## src/sv/sio_pkg.sv

```systemverilog
`default_nettype none

package sio_pkg;

    // Fixed geometry of the register file.
    localparam int GLOBAL_REG_COUNT = 48;
    localparam int DEVICE_REG_COUNT = 256;
    localparam int GLB_ADDR_W       = 6;
    localparam int REG_IDX_W        = 8;
    localparam int DEV_NUM_W        = 4;
    localparam int REG_W            = 8;
    localparam int MASK_W           = 6;
    localparam int PADDR_W          = 3;

    // Request codes.
    localparam logic CMD_READ   = 1'b0;
    localparam logic CMD_WRITE  = 1'b1;
    localparam logic PORT_INDEX = 1'b0;
    localparam logic PORT_DATA  = 1'b1;

    // Configuration register index, taken from byte address bit 2.
    localparam logic CFG_IDX_CHIP_VARIANT = 1'b0;

    // Key bytes on the index port.
    localparam logic [7:0] KEY_ENTER = 8'h55;
    localparam logic [7:0] KEY_EXIT  = 8'hAA;

    // Register indexes with special meaning.
    localparam logic [7:0] IDX_DEV_SEL    = 8'h07;
    localparam logic [7:0] IDX_CHIP_ID    = 8'h20;
    localparam logic [7:0] IDX_CHIP_REV   = 8'h21;
    localparam logic [7:0] IDX_GLB_ENABLE = 8'h22;
    localparam logic [7:0] IDX_ACTIVATE   = 8'h30;
    localparam logic [7:0] IDX_BASE_HI    = 8'h60;
    localparam logic [7:0] IDX_BASE_LO    = 8'h61;
    localparam logic [7:0] IDX_IRQ_SEL    = 8'h70;
    localparam logic [3:0] IDX_IRQ_BLOCK  = 4'h7;

    localparam logic [7:0] READ_IDLE = 8'hFF;
    localparam logic [7:0] ID_BASE   = 8'h02;

    // Logical device numbers.
    localparam logic [7:0] DEV_FDC  = 8'd0;
    localparam logic [7:0] DEV_PAR  = 8'd3;
    localparam logic [7:0] DEV_SER1 = 8'd4;
    localparam logic [7:0] DEV_SER2 = 8'd5;
    localparam logic [7:0] DEV_AUX  = 8'd8;
    localparam logic [7:0] DEV_ACB  = 8'd9;
    localparam logic [7:0] DEV_IRQ_FIRST_FREE = 8'd4;

    // Decode change flags.
    localparam logic [MASK_W-1:0] MASK_FDC  = 6'b000001;
    localparam logic [MASK_W-1:0] MASK_PAR  = 6'b000010;
    localparam logic [MASK_W-1:0] MASK_SER1 = 6'b000100;
    localparam logic [MASK_W-1:0] MASK_SER2 = 6'b001000;
    localparam logic [MASK_W-1:0] MASK_AUX  = 6'b010000;
    localparam logic [MASK_W-1:0] MASK_ACB  = 6'b100000;

    typedef enum logic [1:0] {
        ST_INIT,
        ST_IDLE,
        ST_EXEC
    } state_t;

    // One write into the global register memory.
    typedef struct packed {
        logic                  we;
        logic [GLB_ADDR_W-1:0] addr;
        logic [REG_W-1:0]      data;
    } glb_wr_t;

    // Power-on value of a global register. The chip id entry is overridden on read.
    function automatic logic [REG_W-1:0] glb_default(input logic [GLB_ADDR_W-1:0] idx);
        logic [REG_W-1:0] val;
        unique case (idx)
            6'h03:   val = 8'h03;
            6'h21:   val = 8'h01;
            6'h22:   val = 8'h39;
            6'h24:   val = 8'h04;
            6'h26:   val = 8'hF0;
            6'h27:   val = 8'h03;
            default: val = 8'h00;
        endcase
        return val;
    endfunction

    // Power-on value of a logical device register.
    function automatic logic [REG_W-1:0] dev_default(input logic [DEV_NUM_W-1:0] dev,
                                                     input logic [REG_IDX_W-1:0] idx);
        logic [REG_W-1:0] val;
        unique case ({dev, idx})
            12'h030: val = 8'h01;
            12'h060: val = 8'h03;
            12'h061: val = 8'hF0;
            12'h070: val = 8'h06;
            12'h074: val = 8'h02;
            12'h0F0: val = 8'h0E;
            12'h0F2: val = 8'hFF;
            12'h160: val = 8'h01;
            12'h161: val = 8'hF0;
            12'h162: val = 8'h03;
            12'h163: val = 8'hF6;
            12'h170: val = 8'h0E;
            12'h1F0: val = 8'h0C;
            12'h260: val = 8'h01;
            12'h261: val = 8'h70;
            12'h262: val = 8'h03;
            12'h263: val = 8'h76;
            12'h270: val = 8'h0F;
            12'h330: val = 8'h01;
            12'h360: val = 8'h03;
            12'h361: val = 8'h78;
            12'h370: val = 8'h07;
            12'h374: val = 8'h04;
            12'h3F0: val = 8'h3C;
            12'h430: val = 8'h01;
            12'h460: val = 8'h03;
            12'h461: val = 8'hF8;
            12'h470: val = 8'h04;
            12'h4F0: val = 8'h03;
            12'h530: val = 8'h01;
            12'h560: val = 8'h02;
            12'h561: val = 8'hF8;
            12'h570: val = 8'h03;
            12'h574: val = 8'h04;
            12'h5F1: val = 8'h02;
            12'h5F2: val = 8'h03;
            12'h663: val = 8'h70;
            12'h6F4: val = 8'h03;
            12'h730: val = 8'h01;
            12'h761: val = 8'h60;
            12'h770: val = 8'h01;
            12'h830: val = 8'h01;
            12'h861: val = 8'hEA;
            default: val = 8'h00;
        endcase
        return val;
    endfunction

endpackage

`default_nettype wire

```

## src/sv/sio_ram.sv

```systemverilog
`default_nettype none

module sio_ram
    import sio_pkg::*;
#(
    parameter int DEPTH  = 48,
    parameter int ADDR_W = 6
) (
    input  wire logic              aclk,
    input  wire logic              we,
    input  wire logic [ADDR_W-1:0] waddr,
    input  wire logic [REG_W-1:0]  wdata,
    input  wire logic              re,
    input  wire logic [ADDR_W-1:0] raddr,
    output logic      [REG_W-1:0]  rdata
);

    logic [REG_W-1:0] mem [DEPTH];
    logic [REG_W-1:0] rdata_reg;

    // Single write port and one registered read port.
    always_ff @(posedge aclk) begin
        if (we) begin
            mem[waddr] <= wdata;
        end
        if (re) begin
            rdata_reg <= mem[raddr];
        end
    end

    assign rdata = rdata_reg;

endmodule

`default_nettype wire

```

## config.mk

```make
export PLATFORM = sky130hd
export DESIGN_NAME = sio_ram
export DESIGN_NICKNAME = d
export VERILOG_FILES = /design/src/sv/sio_pkg.sv /design/src/sv/sio_ram.sv
export SDC_FILE = /design/constraint.sdc
export NUM_CORES = 1
export LEC_CHECK = 0
export BUFFER_PORTS_ARGS = -buffer_cell sky130_fd_sc_hd__buf_2
export CAP_MARGIN = 20
export CORE_UTILIZATION = 30
export DETAILED_ROUTE_END_ITERATION = 16
export PLACE_DENSITY = 0.43
export SETUP_SLACK_MARGIN = 0.2
export SYNTH_ARGS = -nofsm -noshare
export SYNTH_HDL_FRONTEND = slang
export SYNTH_SLANG_ARGS = --single-unit
```

## constraint.sdc

```tcl
create_clock -name aclk -period 2.1 [get_ports aclk]
set_input_delay 0 -clock aclk [delete_from_list [all_inputs] [get_ports aclk]]
set_output_delay 0 -clock aclk [all_outputs]
set_load 0.1 [all_outputs]
```

==> results of run 1 <==
==> how the worst max path moves through the flow <==
stage	startpoint	to	slack (ns)	cells after the start
3_3_place_gp	raddr[0]	rdata[3]	0.09	8
6_report	mem[35][4]	rdata[4]	0.24	4
4_1_cts	mem[42][4]	rdata[4]	0.21	4
2_1_floorplan	raddr[1]	rdata[0]	0.40	6
3_5_place_dp	raddr[0]	rdata[3]	0.09	8
5_1_grt	mem[39][6]	rdata[6]	0.20	4
==> cells in the mapped netlist <==
cell,n,share of area
or3b_2,1,0.00057
buf_2,5,0.0016
or3_1,1,0.00041
and2_1,1,0.00041
nand4_1,1,0.00041
a22o_1,16,0.0091
nand2_1,15,0.0036
nand3_1,5,0.0016
nor3_1,4,0.0013
nand4b_1,1,0.00057
buf_4,10,0.0049
clkbuf_1,13,0.0032
a22oi_1,32,0.016
buf_6,9,0.0066
o41ai_2,8,0.0084
nor2_1,47,0.011
clkbuf_2,1,0.00032
buf_1,9,0.0022
or2_2,1,0.00041
edfxtp_1,392,0.76
nor2b_1,6,0.0024
a221oi_1,16,0.0091
mux4_2,40,0.058
o22ai_1,8,0.0032
nor4bb_1,1,0.00065
mux2i_1,128,0.083
nand3b_1,1,0.00049
a21oi_1,16,0.0052
nand2b_1,5,0.0020
==> what timing repair did <==
item                                   in CTS  in global routing
hold buffers                                7                  0
endpoints found under the hold margin     114                  0
buffers inserted                            0                  0
setup endpoints to repair                   0                  4
gates resized for setup                     0                  4
==> per-stage QoR <==
| stage | instances | instance area (um2) | setup slack [ns] |
|---|---|---|---|
| after CTS | 1621 | 18300 | 0.209 |
| after global placement | 1540 | 17000 | 0.0880 |
| after global routing | 1621 | 18400 | 0.199 |
| after floorplan | 793 | 15400 | 0.398 |
| after detailed placement | 1540 | 17000 | 0.0891 |
| final | 1621 | 18400 | 0.241 |
==> power groups by stage <==
stage / sequential (uW) / combinational (uW) / clock [uW]
2_1_floorplan: 8960 / 487 / 0
3_3_place_gp: 8880 / 1060 / 0
3_5_place_dp: 8880 / 1060 / 0
4_1_cts: 8710 / 1070 / 7190
5_1_grt: 8710 / 1120 / 7480
6_report: 8710 / 1050 / 6980
==> layer usage <==
layer / up-vias / track usage / wire [um]
met3: 59 / 0.0269 / 1520
li1: 3514 / - / -
met2: 147 / 0.235 / 18000
met4: 0 / 0.0529 / 989
met5: - / 0 / 0
met1: 4031 / 0.213 / 18200
==> cells by family (layout without fill, tap and decap cells) <==
family,Yosys count,in the layout,share of synthesized area
flops,392,392,0.763
mux,168,168,0.141
compound gates,96,96,0.0506
simple gates,90,90,0.0264
buf+inv,47,203,0.0187
==> area by class of cell <==
cell class	instances	area, um2
fillers	4760	32100
flip-flops and latches	392	11800
multi-input cells	354	3390
clock buffers	56	1170
repair buffers	129	1080
well taps	672	841
clock inverters	18	103
==> metrics.md, run 1 <==
| Metric | Value |
|---|---|
| Status | finished clean |
| Crit start category | register |
| CP top delay family | multiplexers |
| Tot GR Track Use | 0.151 |
| Average size of a mapped cell | 19.5 um2 |
| Hold crit path type | input port to register |
| Yosys reg bits | 392 |
| Min-delay src | wdata[4] |
| Crit path buf inv count | 0 |
| Commonest cells after routing, fill and taps aside | edfxtp_1, mux2i_1, buf_4 |
| Setup CP Type | register to register |
| Worst vdd ir | 0.460 mV |
| Vias per inst | 4.78 |
| WP data required | 2.40 ns |
| Unrepaired setup endpoints after global routing | true |
| Cell depth of the worst hold path | 2 |
| Core Region | 50,500 um2 |
| Routed WL per cell | 23.9 um |
| Cell Chain, Critical Path | mux4_2, mux4_2, nand2_2, o41ai_2 |
| TritonCTS clock tree | done |
| Synth Cell Area | 15,400 um2 |
| Top cell by count, worst path | mux4_2 |
| Die area | 52,300 um2 |
| Ys Warns | 0 |
| Row count | 82 |
| Max Fclk | 0.538 GHz |
| Die height | 229 um |
| PortBufs | 30 |
| CTS buffer count | 44 |
| Max-slew headroom | 0.336 |
| CP max FO | 1 |
| Worst R2R Setup Slack | 0.24 ns |
| Clk sinks | 392 |
| Fin Hold WS | 0.0871 ns |
| Worst-Skew Late Latency | 0.56 ns |
| Worst EP arrival | 2.16 ns |
| Final net count | 944 |
| Post-synthesis net count | 816 |
| Slowest CP cell | mux4_2 |
| Clk_skew | 0.0129 ns |
| First-pass GRT wire length | 57,000 um |
| Total Power | 16,700 uW |
| Largest net degree at the start of global routing | 49 |
| Ratio of cells with drive above 1 in the final layout | 0.242 |
| Syn-to-layout area delta | 19.0% |
| Maximum level of the CTS H-tree | 2 |
| RR Endpoint | rdata[4] |
| CTS clk-pin slew, worst paths | 0.06 ns |
| GPL Wtd Cong | 0.762 |
| Sequential share of the synthesized area | 0.763 |
| GRT overflow | 0 |
| P_leak | 0.00619 uW |
| Sequential Power Share | 0.520 |
| Max_cap viols | 0 |
| Reg2Reg Depth | 4 |
| Internal power component | 13,100 uW |
| Drt pass-1 iters | 5 |
| Starting Density | 0.306 |
| Most common cell after layout, fill and taps aside | edfxtp_1 |
| Die width | 229 um |
| Tcrit/Tclk final | 0.885 |
| Vias | 7,751 |
| DR iter-0 viols | 593 |
| Number of global-route vias before repair | 8,020 |
| Pins over their slew limit | 0 |
| Min Tclk post-route | 1.86 ns |
| Slew @ Worst Pin | 0.996 ns |
| Detailed placement HPWL | 25,500 um |
| Sw Share | 0.220 |
| Root Driver | clkbuf_16 |
| Num ports | 31 |
| Drt drc | 0 |
| Clock Power Share | 0.417 |
| Worst Setup End Kind | register |
| Syn Inst Count | 793 |
| Max Buffers Root-to-Sink | 3 |
| Max FFs per register | 384 |
| Reg2Reg Launch Point | mem[35][4] |
| Crit path largest cell delay | 0.55 ns |
| Final setup TNS | 0 ns |
| # setup viols final | 0 |
| Initial antenna violation count | 0 |
| Drt total wl | 38,800 um |
| Worst Hold Path EP | mem[27][4] |
| Fin. Hold Viols | 0 |
| Finished Core Util | 0.364 |
| Post-route ant nets | 0 |
| Net Sw Power | 3680 uW |
| N_diodes | 0 |
| Synth cell types | 29 |
| Combinational share of power | 0.063 |
| Power Density | 912 nW/um2 |
No activity file was read; power rests on OpenSTA's default activity.
==> run 2: changes to the inputs <==
REMOVE_ABC_BUFFERS = 1   (was unset)
==> run 2 against run 1 <==
  * Cell count up 0.37%
  * Highest routed layer is now met5
  * Register-to-register slack about the same
  * Cell area up 1.3%
  * Worst hold slack worse by 0.057 ns
  * Critical path type unchanged
  * Total power up 4.0%
  * Routed wire length up 1.6%
==> metrics.md, run 2 (synthesis gave the netlist of run 1 again) <==
| Metric | Value |
|---|---|
| Status | finished clean (unchanged) |
| Ratio of cells with drive above 1 in the final layout | 0.255 (was 0.242) |
| Power Density | 937 nW/um2 (was 912 nW/um2) |
| Storage element area | 11,800 um2 (unchanged) |
| Cell Chain, Critical Path | mux4_2, mux4_2, nand2_2, o41ai_2 (unchanged) |
| WP data required | 2.40 ns (about the same) |
| Starting Density | 0.306 (unchanged) |
| Largest net degree at the start of global routing | 49 (unchanged) |
| Syn-to-layout area delta | 20.5% (was 19.0%) |
| CTS buffer count | 44 (unchanged) |
| Max-slew headroom | 0.295 (was 0.336) |
| Max Buffers Root-to-Sink | 3 (unchanged) |
| Worst vdd ir | 0.668 mV (was 0.460 mV) |
| Most common cell after layout, fill and taps aside | edfxtp_1 (unchanged) |
| Num ports | 31 (unchanged) |
| Root Driver | clkbuf_16 (unchanged) |
| CP max FO | 1 (unchanged) |
| Initial antenna violation count | 5 (was 0) |
| Setup bufs post-CTS | 0 (unchanged) |
| Min-delay src | waddr[3] (was wdata[4]) |
| Vias per inst | 4.78 (about the same) |
| Top cell by count, worst path | mux4_2 (unchanged) |
| Slowest CP cell | mux4_2 (unchanged) |
| Commonest cells after routing, fill and taps aside | edfxtp_1, mux2i_1, buf_4 (unchanged) |
| Worst EP arrival | 2.17 ns (was 2.16 ns) |
| Tot GR Track Use | 0.154 (was 0.151) |
| Multi-input combinational cell area | 3410 um2 (was 3390 um2) |
| Routed WL per cell | 24.2 um (was 23.9 um) |
| Tcrit/Tclk final | 0.890 (was 0.885) |
| TritonCTS clock tree | done (unchanged) |
| GPL Wtd Cong | 0.754 (was 0.762) |
| Setup CP Type | register to register (unchanged) |
| Total Power | 17,400 uW (was 16,700 uW) |
| Worst Setup End Kind | register (unchanged) |
| Fin. Hold Viols | 0 (unchanged) |
| GRT overflow | 0 (unchanged) |
| Max Fclk | 0.535 GHz (was 0.538 GHz) |
| PortBufs | 30 (unchanged) |
| Final net count | 942 (was 944) |
| Crit path largest cell delay | 0.54 ns (was 0.55 ns) |
| Hold crit path type | input port to register (unchanged) |
| Clk sinks | 392 (unchanged) |
| CTS clk-pin slew, worst paths | 0.06 ns (about the same) |
| Pins over their slew limit | 0 (unchanged) |
| Max_cap viols | 0 (unchanged) |
| Crit start category | register (unchanged) |
| Detailed placement HPWL | 26,300 um (was 25,500 um) |
| # setup viols final | 0 (unchanged) |
| Row count | 82 (unchanged) |
| DR iter-0 viols | 541 (was 593) |
| Die area | 52,300 um2 (unchanged) |
| Final setup TNS | 0 ns (unchanged) |
| Drt drc | 0 (unchanged) |
| Core Region | 50,500 um2 (unchanged) |
| Fillers | 4,704 (was 4,760) |
| Unrepaired setup endpoints after global routing | false (was true) |
| Reg2Reg Launch Point | mem[35][7] (was mem[35][4]) |
| First-pass GRT wire length | 58,300 um (was 57,000 um) |
| Die width | 229 um (unchanged) |
| Critical Path Source | mem[35][7] (was mem[35][4]) |
| Number of global-route vias before repair | 8,149 (was 8,020) |
| Post-route ant nets | 0 (unchanged) |
| Max FFs per register | 384 (unchanged) |
| Die height | 229 um (unchanged) |
| Drt total wl | 39,400 um (was 38,800 um) |
| Maximum level of the CTS H-tree | 2 (unchanged) |
| Slew @ Worst Pin | 1.06 ns (was 0.996 ns) |
| Min Tclk post-route | 1.87 ns (was 1.86 ns) |
| Vias | 7,774 (was 7,751) |
| Drt pass-1 iters | 5 (unchanged) |
| Clk_skew | 0.0124 ns (was 0.0129 ns) |
| Worst-Skew Late Latency | 0.56 ns (about the same) |
| P_leak | 0.00628 uW (was 0.00619 uW) |
[run 2: report_power, final]
group	switching, uW	leakage, uW	internal (uW)
logic	683	0.00205	384
clock network	3120	0.000695	4520
registers	29.0	0.00353	8680
[run 2: layout make-up]
type / instances / area share
tap: 672 / 0.0452
clock inverter: 34 / 0.0163
multi-input combinational: 354 / 0.183
timing repair buffer: 127 / 0.0611
antenna: 1 / 0.000135
sequential: 392 / 0.633
clock buffer: 47 / 0.0610
[run 2: stage by stage]
step           hold slack, ns  setup WS (ns)  instances  instance area, um2  utilization
2_1_floorplan          0.0989          0.104        746               15100            -
3_3_place_gp            0.407         0.0120       1536               17000        0.337
3_5_place_dp            0.400      -0.000862       1536               17000        0.337
4_1_cts               0.00384          0.201       1626               18600        0.368
5_1_grt                0.0326          0.203       1626               18600        0.368
6_report               0.0303          0.231       1627               18600        0.368
[run 2: worst paths after layout]
path,endpoint,slack [ns],cells after the start
max,rdata[7],0.23,4
min,mem[28][3],0.03,3
max reg2reg,rdata[7],0.23,4
min reg2reg,rdata[3],0.91,4
[run 2: timing repair]
item | 4_1_cts | 5_1_grt
resized for setup | 0 | 7
hold buffers | 9 | 0
hold endpoints to repair | 146 | 0
endpoints found under the setup margin | 0 | 7
[run 2: worst max-delay path: cells and delay by family, from the launching register on]
family             cells  cell delay (ns)
muxes                  2             1.02
DFF                    1             0.42
and+or+nand+nor        1             0.11
AOI/OAI and AO/OA      1             0.06
[run 2: per-layer routing]
metal / vias up / track usage / wire length, um
li1: 3508 / - / -
met1: 4017 / 0.206 / 17500
met2: 170 / 0.251 / 18800
met3: 71 / 0.0334 / 1950
met4: 8 / 0.0490 / 1110
met5: - / 0 / 47
