## config.mk

```make
export PLATFORM = sky130hd
export DESIGN_NAME = sio_init
export DESIGN_NICKNAME = d
export VERILOG_FILES = /design/src/sv/sio_pkg.sv /design/src/sv/sio_init.sv
export SDC_FILE = /design/constraint.sdc
export NUM_CORES = 1
export LEC_CHECK = 0
export BUFFER_PORTS_ARGS = -buffer_cell sky130_fd_sc_hd__buf_2
export CAP_MARGIN = 15
export CORE_ASPECT_RATIO = 0.5
export CORE_MARGIN = 2
export CORE_UTILIZATION = 50
export CTS_BUF_LIST = sky130_fd_sc_hd__clkbuf_8 sky130_fd_sc_hd__clkbuf_16
export DETAILED_ROUTE_END_ITERATION = 10
export GPL_TIMING_DRIVEN = 0
export HOLD_SLACK_MARGIN = 0.1
export PLACE_DENSITY = 0.75
export SLEW_MARGIN = 5
export SYNTH_ARGS = -nofsm -noshare
export SYNTH_HDL_FRONTEND = slang
export SYNTH_SLANG_ARGS = --single-unit
```

## constraint.sdc

```tcl
create_clock -name aclk -period 6.3 [get_ports aclk]
set_input_delay 0.945 -clock aclk [delete_from_list [all_inputs] [get_ports aclk]]
set_output_delay 0.945 -clock aclk [all_outputs]
set_load 0.01 [all_outputs]
```

## src/sv/sio_pkg.sv

```systemverilog
`default_nettype none

package sio_pkg;

    // Fixed geometry of the register file.
    localparam int GLOBAL_REG_COUNT = 48;
    localparam int DEVICE_REG_COUNT = 256;
    localparam int GLB_ADDR_W       = 6;
    localparam int REG_IDX_W        = 8;
    localparam int DEV_NUM_W        = 4;
    localparam int REG_W            = 8;
    localparam int MASK_W           = 6;
    localparam int PADDR_W          = 3;

    // Request codes.
    localparam logic CMD_READ   = 1'b0;
    localparam logic CMD_WRITE  = 1'b1;
    localparam logic PORT_INDEX = 1'b0;
    localparam logic PORT_DATA  = 1'b1;

    // Configuration register index, taken from byte address bit 2.
    localparam logic CFG_IDX_CHIP_VARIANT = 1'b0;

    // Key bytes on the index port.
    localparam logic [7:0] KEY_ENTER = 8'h55;
    localparam logic [7:0] KEY_EXIT  = 8'hAA;

    // Register indexes with special meaning.
    localparam logic [7:0] IDX_DEV_SEL    = 8'h07;
    localparam logic [7:0] IDX_CHIP_ID    = 8'h20;
    localparam logic [7:0] IDX_CHIP_REV   = 8'h21;
    localparam logic [7:0] IDX_GLB_ENABLE = 8'h22;
    localparam logic [7:0] IDX_ACTIVATE   = 8'h30;
    localparam logic [7:0] IDX_BASE_HI    = 8'h60;
    localparam logic [7:0] IDX_BASE_LO    = 8'h61;
    localparam logic [7:0] IDX_IRQ_SEL    = 8'h70;
    localparam logic [3:0] IDX_IRQ_BLOCK  = 4'h7;

    localparam logic [7:0] READ_IDLE = 8'hFF;
    localparam logic [7:0] ID_BASE   = 8'h02;

    // Logical device numbers.
    localparam logic [7:0] DEV_FDC  = 8'd0;
    localparam logic [7:0] DEV_PAR  = 8'd3;
    localparam logic [7:0] DEV_SER1 = 8'd4;
    localparam logic [7:0] DEV_SER2 = 8'd5;
    localparam logic [7:0] DEV_AUX  = 8'd8;
    localparam logic [7:0] DEV_ACB  = 8'd9;
    localparam logic [7:0] DEV_IRQ_FIRST_FREE = 8'd4;

    // Decode change flags.
    localparam logic [MASK_W-1:0] MASK_FDC  = 6'b000001;
    localparam logic [MASK_W-1:0] MASK_PAR  = 6'b000010;
    localparam logic [MASK_W-1:0] MASK_SER1 = 6'b000100;
    localparam logic [MASK_W-1:0] MASK_SER2 = 6'b001000;
    localparam logic [MASK_W-1:0] MASK_AUX  = 6'b010000;
    localparam logic [MASK_W-1:0] MASK_ACB  = 6'b100000;

    typedef enum logic [1:0] {
        ST_INIT,
        ST_IDLE,
        ST_EXEC
    } state_t;

    // One write into the global register memory.
    typedef struct packed {
        logic                  we;
        logic [GLB_ADDR_W-1:0] addr;
        logic [REG_W-1:0]      data;
    } glb_wr_t;

    // Power-on value of a global register. The chip id entry is overridden on read.
    function automatic logic [REG_W-1:0] glb_default(input logic [GLB_ADDR_W-1:0] idx);
        logic [REG_W-1:0] val;
        unique case (idx)
            6'h03:   val = 8'h03;
            6'h21:   val = 8'h01;
            6'h22:   val = 8'h39;
            6'h24:   val = 8'h04;
            6'h26:   val = 8'hF0;
            6'h27:   val = 8'h03;
            default: val = 8'h00;
        endcase
        return val;
    endfunction

    // Power-on value of a logical device register.
    function automatic logic [REG_W-1:0] dev_default(input logic [DEV_NUM_W-1:0] dev,
                                                     input logic [REG_IDX_W-1:0] idx);
        logic [REG_W-1:0] val;
        unique case ({dev, idx})
            12'h030: val = 8'h01;
            12'h060: val = 8'h03;
            12'h061: val = 8'hF0;
            12'h070: val = 8'h06;
            12'h074: val = 8'h02;
            12'h0F0: val = 8'h0E;
            12'h0F2: val = 8'hFF;
            12'h160: val = 8'h01;
            12'h161: val = 8'hF0;
            12'h162: val = 8'h03;
            12'h163: val = 8'hF6;
            12'h170: val = 8'h0E;
            12'h1F0: val = 8'h0C;
            12'h260: val = 8'h01;
            12'h261: val = 8'h70;
            12'h262: val = 8'h03;
            12'h263: val = 8'h76;
            12'h270: val = 8'h0F;
            12'h330: val = 8'h01;
            12'h360: val = 8'h03;
            12'h361: val = 8'h78;
            12'h370: val = 8'h07;
            12'h374: val = 8'h04;
            12'h3F0: val = 8'h3C;
            12'h430: val = 8'h01;
            12'h460: val = 8'h03;
            12'h461: val = 8'hF8;
            12'h470: val = 8'h04;
            12'h4F0: val = 8'h03;
            12'h530: val = 8'h01;
            12'h560: val = 8'h02;
            12'h561: val = 8'hF8;
            12'h570: val = 8'h03;
            12'h574: val = 8'h04;
            12'h5F1: val = 8'h02;
            12'h5F2: val = 8'h03;
            12'h663: val = 8'h70;
            12'h6F4: val = 8'h03;
            12'h730: val = 8'h01;
            12'h761: val = 8'h60;
            12'h770: val = 8'h01;
            12'h830: val = 8'h01;
            12'h861: val = 8'hEA;
            default: val = 8'h00;
        endcase
        return val;
    endfunction

endpackage

`default_nettype wire

```

## src/sv/sio_init.sv

```systemverilog
`default_nettype none

module sio_init
    import sio_pkg::*;
#(
    parameter int DEVICE_COUNT = 10
) (
    input  wire logic                                            aclk,
    input  wire logic                                            aresetn,
    output logic                                                 busy,
    output logic                                                 dev_we,
    output logic [$clog2(DEVICE_COUNT)+REG_IDX_W-1:0]            dev_waddr,
    output logic [REG_W-1:0]                                     dev_wdata,
    output glb_wr_t                                              glb_wr
);

    localparam int DEV_W  = $clog2(DEVICE_COUNT);
    localparam int ADDR_W = DEV_W + REG_IDX_W;
    localparam int DEPTH  = DEVICE_COUNT * DEVICE_REG_COUNT;

    logic              busy_reg;
    logic              busy_next;
    logic [ADDR_W-1:0] cnt_reg;
    logic [ADDR_W-1:0] cnt_next;

    // Sweep every device entry once after reset; the global entries ride along.
    always_comb begin
        busy_next = busy_reg;
        cnt_next  = cnt_reg;
        if (busy_reg) begin
            cnt_next = cnt_reg + ADDR_W'(1);
            if (cnt_reg == ADDR_W'(DEPTH - 1)) begin
                busy_next = 1'b0;
            end
        end
    end

    always_ff @(posedge aclk) begin
        if (!aresetn) begin
            busy_reg <= 1'b1;
            cnt_reg  <= '0;
        end else begin
            busy_reg <= busy_next;
            cnt_reg  <= cnt_next;
        end
    end

    assign busy      = busy_reg;
    assign dev_we    = busy_reg;
    assign dev_waddr = cnt_reg;
    assign dev_wdata = dev_default(DEV_NUM_W'(cnt_reg[ADDR_W-1:REG_IDX_W]),
                                   cnt_reg[REG_IDX_W-1:0]);

    // Global registers take the first part of the sweep.
    always_comb begin
        glb_wr.we   = busy_reg && (cnt_reg < ADDR_W'(GLOBAL_REG_COUNT));
        glb_wr.addr = cnt_reg[GLB_ADDR_W-1:0];
        glb_wr.data = glb_default(cnt_reg[GLB_ADDR_W-1:0]);
    end

endmodule

`default_nettype wire

```

==> results of run 1 <==
final timing paths:
kind	end	slack, ns	from	depth (start not counted)
max reg2reg	dev_waddr[9]	4.33	dev_waddr[2]	6
min reg2reg	dev_waddr[1]	0.61	dev_waddr[1]	2
min	dev_waddr[1]	0.61	dev_waddr[1]	2
max	dev_wdata[2]	2.68	dev_waddr[0]	9
logic make-up (layout without fill, tap and decap cells):
group | count (synthesis) | count (layout) | synth area share (%)
AOI/OAI and AO/OA | 38 | 38 | 19.4
adders and majority gates | 4 | 4 | 3.68
muxes | 2 | 2 | 1.47
and+or+nand+nor | 86 | 86 | 35.8
xor gates and xnor gates | 12 | 12 | 7.72
buffers and inverters | 31 | 73 | 12.8
DFF | 13 | 13 | 19.1
cell type report:
| type | count | area [um2] |
|---|---|---|
| well taps | 37 | 46.3 |
| flip-flops and latches | 13 | 260 |
| fillers | 254 | 943 |
| clock inverters | 1 | 3.75 |
| inverters | 7 | 26.3 |
| plain buffers | 24 | 148 |
| multi-input cells | 142 | 927 |
| clock buffers | 3 | 41.3 |
| repair buffers | 38 | 190 |
per-stage QoR:
stage          worst slack [ns]  power (mW)  utilization [%]  cell area, um2  std cells
5_1_grt                    2.45       0.202             63.5            1640        265
2_1_floorplan              3.50       0.110                -            1360        186
4_1_cts                    2.73       0.195             63.5            1640        265
3_3_place_gp               2.90       0.121             61.8            1600        261
3_5_place_dp               3.01       0.121             61.8            1600        261
6_report                   2.68       0.194             63.5            1640        265
worst reg2reg max path, stage by stage (launching register included):
cell      delay (ns)
dfxtp_1         0.34
clkbuf_2        0.22
buf_2           0.28
nand4_1         0.23
or2_2           0.36
or3_1           0.30
a21boi_0        0.17
layout by cell type (no fill, tap or decap), types with 2 or more instances in the layout:
cell       n
a21boi_0   3
a21oi_1    6
a31oi_1    2
and2_1     8
and3_1     2
and4_1     2
buf_2     44
buf_4      9
buf_6      2
clkbuf_1   6
clkbuf_8   3
dfxtp_1   13
ha_1       4
inv_1      8
mux2i_1    2
nand2_1   13
nand2b_1   3
nand3_1    6
nand4_1    8
nor2_1    14
nor2b_1    6
nor3_1     4
nor3b_1    3
nor4_1     6
o21ai_0    9
o21bai_1   2
o31ai_1    3
or2_2      2
or3_1      3
xnor2_1    5
xor2_1     7
layer usage:
layer | up-vias | global-route usage (%) | share of wire, % | wire length (um)
li1 | 742 | - | - | -
met1 | 677 | 40.1 | 46 | 1900
met2 | 75 | 41.8 | 41 | 1680
met3 | 5 | 6.61 | 12 | 481
met4 | 0 | 8.48 | 0.88 | 36
met5 | - | 0 | 0 | 0
report_power, final:
part | leakage, nW | switching, mW | internal (mW)
registers | 0.105 | 0.00235 | 0.0839
logic | 0.651 | 0.0206 | 0.0131
clock network | 0.0269 | 0.0312 | 0.0431
total | 0.783 | 0.0541 | 0.140
==> results.sh, run 1 <==
export IMPL_yosysWarnings=0
export IMPL_fin_crit_ns=3.62
export IMPL_synth_area_leaders="dfxtp_1, buf_4, xor2_1, nor2_1, and2_1"
export IMPL_fmax_ghz=0.276
export IMPL_crit_top_cell="nor3b_1"
export IMPL_p_leak_nw=0.783
export IMPL_drc=0
export IMPL_clk_path_buf_depth=2
export IMPL_clock_latency_ns=0.24
export IMPL_async_flop_share_pct=0
export IMPL_via_per_inst=5.66
export IMPL_worst_endpoint_required_ns=5.35
export IMPL_globalplace_congestion=0.917
export IMPL_synth_cell_types=50
export IMPL_synth_top_area_share_pct=19.1
export IMPL_core_um2=2590
export IMPL_grt_first_pass_wirelength_um=6570
export IMPL_cts_tree="built"
export IMPL_die_w_um=77.8
export IMPL_worst_path_buf_inv=3
export IMPL_worst_slew_pin_slew_ns=0.755
export IMPL_grt_remaining_overflow=0
export IMPL_clk_pin_slew_ns=0.06
export IMPL_antenna_cells=0
export IMPL_grt_max_degree=11
export IMPL_vias=1499
export IMPL_syn_area_per_cell_um2=7.32
export IMPL_start_util_pct=52.6
export IMPL_status="completed"
export IMPL_synth_main_ff_cell="dfxtp_1"
export IMPL_grt_pass1_vias=1287
export IMPL_synth_common_cells="nor2_1, dfxtp_1, nand2_1"
export IMPL_crit_slowest_cell="nor3b_1"
export IMPL_syn_cell_area_um2=1360
export IMPL_worstSetupEndpointType="primary output"
export IMPL_final_max_slew_viol_count=0
export IMPL_hold_viol=0
export IMPL_hold_worst_slack_ns=0.614
export IMPL_fin_tns_setup_ns=0
export IMPL_syn_to_final_growth_pct=20.7
export IMPL_yosysTopAreaCell="dfxtp_1"
export IMPL_cts_setup_buffers=0
export IMPL_path_max_fanout=9
export IMPL_dieArea_um2=3180
export IMPL_crit_chain="inv_1, ha_1, clkbuf_1, nor3b_1, nor3b_1, nand2b_1, a21oi_1, a311o_1, buf_2"
export IMPL_dr_pass1_iters=4
export IMPL_slew_headroom_pct=48.4
export IMPL_hold_buffers=0
export IMPL_num_rows=13
export IMPL_drt_wl_total_um=4100
export IMPL_syn_num_nets=192
export IMPL_cts_root_buf="clkbuf_8"
export IMPL_critical_path_top_delay_family="simple AND/OR/NAND/NOR gates"
export IMPL_wl_per_cell_um=15.5
export IMPL_synth_seq_cells=13
export IMPL_slowest_delay_ns=0.44
export IMPL_antenna_found_initial=0
export IMPL_port_buffers=38
export IMPL_yosysSeqAreaShare_pct=19.1
export IMPL_start_kind="flop"
export IMPL_largest_register_ffs=12
export IMPL_chipHeight_um=40.9
export IMPL_period_share_pct=57.4
export IMPL_fin_nets=235
export IMPL_powerDensity_nw_per_um2=118
export IMPL_fin_worst_skew_ns=0.00263
export IMPL_drive_gt1_share_pct=29.4
export IMPL_hp_class="flop to flop"
export IMPL_drt_iter0_drc=200
export IMPL_finalSetupViolCount=0
export IMPL_drv_cap=0
export IMPL_yosysMostFrequentCell="nor2_1"
export IMPL_cts_sinks=13
export IMPL_post_cts_resized=0
export IMPL_ir_drop_mv=0.130
export IMPL_io_pin_count=39
export IMPL_numCtsBuffers=3
export IMPL_grt_usage_pct=28.0
export IMPL_critical_path_class="flop to primary output"
export IMPL_htreeDepth=1
export IMPL_synthesis_instances=186
export IMPL_grt_setup_unrepaired="no"
export IMPL_dp_hpwl_um=3120
export IMPL_crit_arrival_ns=2.67
export IMPL_synth_edf_count=0
export IMPL_ant_nets=0
(Power assumes the default switching activity.)
==> run 2, diff against run 1 <==
CORE_UTILIZATION = 47   (was 50)
PLACE_DENSITY = 0.74   (was 0.75)
clock period = 3.2 ns   (was 6.3 ns; I/O delays follow)
==> run 2 against run 1 <==
Die area increased by 5.9%; first-iteration DRC count decreased by 1.0%; critical path depth unchanged; core utilization decreased by 1.6 points; power increased by 95%; hold slack got worse by 0.089 ns; clock-buffer cell count unchanged; critical path type unchanged; largest power group unchanged.
==> results.sh, run 2 (synthesized netlist as in run 1, its figures left out) <==
export IMPL_status="completed"
export IMPL_mostFrequentLayoutCells="buf_2, nor2_1, nand2_1, dfxtp_1"
export IMPL_clk_path_buf_depth=2
export IMPL_rrSetupSlack_ns=1.25
export IMPL_final_area_um2=1650
export IMPL_cts_sinks=13
export IMPL_grt_remaining_overflow=0
export IMPL_fin_nets=235
export IMPL_hold_worst_slack_ns=0.525
export IMPL_dpl_cell_count=261
export IMPL_fin_tns_setup_ns=0
export IMPL_wl_per_cell_um=15.4
export IMPL_antenna_cells=0
export IMPL_clock_latency_ns=0.24
export IMPL_hold_buffers=0
export IMPL_slowest_delay_ns=0.37
export IMPL_worst_endpoint_required_ns=2.72
export IMPL_start_kind="flop"
export IMPL_grt_max_degree=11
export IMPL_reg2reg_depth=6
export IMPL_worst_slew_pin_slew_ns=0.652
export IMPL_final_max_slew_viol_count=0
export IMPL_slew_headroom_pct=56.1
export IMPL_critPathLaunch="dev_waddr[0]"
export IMPL_p_leak_nw=0.790
export IMPL_path_max_fanout=9
export IMPL_grt_setup_unrepaired="no"
export IMPL_critical_path_top_delay_family="simple AND/OR/NAND/NOR gates"
export IMPL_via_per_inst=5.94
export IMPL_fin_crit_ns=2.90
export IMPL_grt_pass1_vias=1269
export IMPL_period_share_pct=90.7
export IMPL_crit_chain="inv_1, ha_1, clkbuf_1, nor3b_2, nor3b_2, nand2b_1, a21oi_1, a311o_1, buf_2"
export IMPL_grt_first_pass_wirelength_um=6330
export IMPL_die_w_um=80.1
export IMPL_crit_top_cell="nor3b_2"
export IMPL_drive_gt1_share_pct=30.3
export IMPL_cp_depth=9
export IMPL_rr_endpoint="dev_waddr[11]"
export IMPL_io_pin_count=39
export IMPL_grt_usage_pct=24.2
export IMPL_place_area_um2=1600
export IMPL_drt_iter0_drc=198
export IMPL_powerDensity_nw_per_um2=229
export IMPL_fmax_ghz=0.344
export IMPL_post_place_ws_ns=0.398
export IMPL_htreeDepth=1
export IMPL_critical_path_class="flop to primary output"
export IMPL_cts_tree="built"
export IMPL_crit_arrival_ns=2.42
export IMPL_dp_hpwl_um=3130
export IMPL_numCtsBuffers=3
export IMPL_num_rows=13
export IMPL_dieArea_um2=3370
export IMPL_cts_root_buf="clkbuf_8"
export IMPL_globalplace_congestion=0.962
export IMPL_antenna_found_initial=0
export IMPL_worstSetupEndpointType="primary output"
export IMPL_finalSetupViolCount=0
export IMPL_drv_cap=0
export IMPL_vias=1575
export IMPL_endpoint="dev_wdata[2]"
export IMPL_clk_pin_slew_ns=0.05
export IMPL_fin_worst_skew_ns=0.00371
export IMPL_worst_path_buf_inv=3
export IMPL_syn_to_final_growth_pct=21.4
export IMPL_start_util_pct=51.0
export IMPL_ant_nets=0
export IMPL_drc=0
export IMPL_core_um2=2670
export IMPL_stdcell_count=265
export IMPL_port_buffers=38
export IMPL_largest_register_ffs=12
export IMPL_hold_viol=0
export IMPL_hp_class="primary input to flop"
export IMPL_crit_slowest_cell="dfxtp_1"
export IMPL_r2r_start="dev_waddr[7]"
export IMPL_final_common_cell="buf_2"
export IMPL_dr_pass1_iters=5
export IMPL_layout_setup_ws_ns=0.297
export IMPL_chipHeight_um=42.1
export IMPL_drt_wl_total_um=4090
export IMPL_ir_drop_mv=0.223
==> run 2: cell counts in the layout (fill, tap and decap cells not counted) <==
No cell type changed its count.
==> run 2: stage by stage <==
step | total power, mW | utilization [%]
5_1_grt | 0.396 | 62.0
6_report | 0.378 | 62.0
2_1_floorplan | 0.217 | -
4_1_cts | 0.376 | 61.6
3_5_place_dp | 0.237 | 59.9
3_3_place_gp | 0.237 | 59.9
==> run 2: metal layers <==
metal / part of all wire [%] / GRT usage (%)
met5: 0 / 0
met4: 1.0 / 7.12
met3: 9.4 / 4.09
met2: 41 / 32.0
met1: 49 / 38.8
==> run 2: power by group <==
part	total [mW]	internal [mW]	leakage, nW	switching (mW)
Sequential	0.170	0.165	0.105	0.00474
Combinational	0.0657	0.0263	0.658	0.0393
Clock	0.142	0.0846	0.0269	0.0575
Total	0.378	0.276	0.790	0.102
==> run 2: layout make-up <==
| class | instances | area [um2] |
|---|---|---|
| inverters | 7 | 26.3 |
| fillers | 260 | 1010 |
| flip-flops and latches | 13 | 260 |
| repair buffers | 38 | 190 |
| plain buffers | 24 | 148 |
| clock inverters | 1 | 3.75 |
| well taps | 37 | 46.3 |
| multi-input cells | 142 | 937 |
| clock buffers | 3 | 41.3 |
==> run 2: worst reg2reg max path: cells and delay by family, from the launching register on <==
kind                      cells  cell delay (ns)
and+or+nand+nor               4             0.97
buffers and inverters         1             0.39
DFF                           1             0.32
xor gates and xnor gates      1             0.16
==> run 2: timing repair <==
| action | 4_1_cts | 5_1_grt |
|---|---|---|
| gates resized for setup | 0 | 2 |
| setup buffers | 0 | 0 |
| endpoints found under the setup margin | 0 | 3 |
==> run 2: worst min-delay path by stage <==
stage | startpoint | to | slack [ns] | cells past startpoint
floorplan | dev_waddr[6] | dev_waddr[6] | 0.58 | 2
detailed placement | dev_waddr[1] | dev_waddr[1] | 0.60 | 2
finish | aresetn | dev_waddr[9] | 0.53 | 2
global placement | dev_waddr[6] | dev_waddr[6] | 0.58 | 2
CTS | aresetn | dev_waddr[9] | 0.52 | 2
global route | aresetn | dev_waddr[9] | 0.52 | 2
==> run 3, diff against run 2 <==
PLACE_DENSITY = 0.75   (was 0.74)
RECOVER_POWER = 25   (was not set)
==> run 3 against run 2 <==
Routed wire length rose by 1.9%; sequential share of layout area grew 0.17 points; sequential power about the same; hold slack hardly changed; core utilization is 0.66 points lower; sequential cell count unchanged; highest routed layer unchanged.
==> results.sh, run 3 (synthesized netlist as in run 1, its figures left out) <==
export IMPL_grt_pass1_vias=1392
export IMPL_port_buffers=38
export IMPL_start_util_pct=51.0
export IMPL_dieArea_um2=3370
export IMPL_hold_viol=0
export IMPL_worst_endpoint_required_ns=2.72
export IMPL_min_to="dev_waddr[8]"
export IMPL_p_leak_nw=0.749
export IMPL_highest_layer="met4"
export IMPL_crit_slowest_cell="nor3b_1"
export IMPL_drive_gt1_share_pct=25.4
export IMPL_grt_max_degree=11
export IMPL_worst_slew_pin_slew_ns=0.593
export IMPL_multi_input_area_um2=932
export IMPL_route_layer_met1_wl_um=1860
export IMPL_num_rows=13
export IMPL_seqPwrFrac_pct=44.8
export IMPL_cts_tree="built"
export IMPL_clockPowerShare_pct=37.7
export IMPL_fin_crit_ns=3.04
export IMPL_grt_setup_unrepaired="no"
export IMPL_final_max_slew_viol_count=0
export IMPL_ir_drop_mv=0.271
export IMPL_final_util_pct=61.3
export IMPL_die_w_um=80.1
export IMPL_core_um2=2670
export IMPL_slowest_delay_ns=0.43
export IMPL_grt_first_pass_wirelength_um=6810
export IMPL_vias=1585
export IMPL_status="completed"
export IMPL_globalplace_congestion=1.02
export IMPL_grt_remaining_overflow=0
export IMPL_clock_latency_ns=0.24
export IMPL_fin_nets=235
export IMPL_drt_iter0_drc=238
export IMPL_drc=0
export IMPL_cts_root_buf="clkbuf_8"
export IMPL_cp_depth=9
export IMPL_numCtsBuffers=3
export IMPL_rrSetupSlack_ns=1.26
export IMPL_syn_to_final_growth_pct=20.1
export IMPL_post_cts_resized=0
export IMPL_wl_met2_um=1770
export IMPL_critPathLaunch="dev_waddr[0]"
export IMPL_total_power_mw=0.380
export IMPL_dr_wl_met3_um=488
export IMPL_wl_per_cell_um=15.7
export IMPL_finalSetupViolCount=0
export IMPL_layout_setup_ws_ns=0.161
export IMPL_area_sequential_um2=260
export IMPL_rr_endpoint="dev_waddr[9]"
export IMPL_final_common_cell="buf_2"
export IMPL_hp_class="primary input to flop"
export IMPL_hold_buffers=0
export IMPL_chipHeight_um=42.1
export IMPL_slew_headroom_pct=60.1
export IMPL_post_place_ws_ns=0.421
export IMPL_r2r_start="dev_waddr[2]"
export IMPL_mostFrequentLayoutCells="buf_2, clkbuf_1, nor2_1"
export IMPL_start_kind="flop"
export IMPL_fin_worst_skew_ns=0.00347
export IMPL_dp_hpwl_um=3160
export IMPL_period_share_pct=95.0
export IMPL_swShare_pct=27.5
export IMPL_clk_pin_slew_ns=0.06
export IMPL_powerDensity_nw_per_um2=232
export IMPL_reg2reg_depth=6
export IMPL_critical_path_top_delay_family="simple AND/OR/NAND/NOR gates"
export IMPL_min_path_cells=2
export IMPL_htreeDepth=1
export IMPL_drt_wl_total_um=4170
export IMPL_power_internal_mw=0.276
export IMPL_p_switching_mw=0.104
export IMPL_crit_chain="inv_1, ha_1, clkbuf_1, nor3b_2, nor3b_1, nand2b_1, a21oi_1, a311o_1, buf_2"
export IMPL_hp_start="aresetn"
export IMPL_drv_cap=0
export IMPL_path_max_fanout=9
export IMPL_crit_arrival_ns=2.56
export IMPL_pwr_share_comb_pct=17.5
export IMPL_cts_sinks=13
export IMPL_antenna_found_initial=0
export IMPL_fillerInstances=265
export IMPL_via_per_inst=5.98
export IMPL_largest_register_ffs=12
export IMPL_fin_tns_setup_ns=0
export IMPL_ant_nets=0
export IMPL_worst_path_buf_inv=3
export IMPL_worstSetupEndpointType="primary output"
export IMPL_antenna_cells=0
export IMPL_critical_path_class="flop to primary output"
export IMPL_cts_setup_buffers=0
export IMPL_hold_worst_slack_ns=0.525
export IMPL_clk_path_buf_depth=2
export IMPL_dr_pass1_iters=5
export IMPL_io_pin_count=39
export IMPL_grt_usage_pct=25.7
export IMPL_fmax_ghz=0.329
run 3: cell types whose count changed in the layout (fill, tap and decap cells not counted):
cell,previous run,this run
and2_0,0,1
and2_1,8,7
buf_2,44,34
clkbuf_1,6,16
nor3b_1,1,2
nor3b_2,2,1
run 3: worst max-delay path by stage:
stage                        end
floorplan           dev_wdata[2]
global placement    dev_wdata[2]
detailed placement  dev_wdata[2]
CTS                 dev_wdata[2]
global route        dev_wdata[2]
finish              dev_wdata[2]
run 3: routing by layer:
| layer | global-route usage, % | vias up |
|---|---|---|
| met5 | 0 | - |
| met4 | 6.78 | 0 |
| met3 | 6.03 | 11 |
| met2 | 36.8 | 95 |
| met1 | 38.2 | 738 |
| li1 | - | 741 |
run 3: area by class of cell:
class | count | share of cell area [%]
Buffer | 24 | 9.03
Clock buffer | 3 | 2.52
Clock inverter | 1 | 0.230
Inverter | 7 | 1.61
Multi-Input combinational cell | 142 | 57.0
Sequential cell | 13 | 15.9
Tap cell | 37 | 2.83
Timing Repair Buffer | 38 | 10.9
run 3: power by group through the flow:
stage	sequential, mW	clock (mW)	combinational [mW]
floorplan	0.174	0	0.0427
global placement	0.173	0	0.0638
detailed placement	0.174	0	0.0645
CTS	0.170	0.144	0.0654
global route	0.171	0.153	0.0727
finish	0.170	0.143	0.0666
run 3: stage by stage:
step           std cells  area (um2)
5_1_grt              265        1640
3_5_place_dp         261        1600
4_1_cts              265        1640
2_1_floorplan        186        1360
6_report             265        1640
3_3_place_gp         261        1600
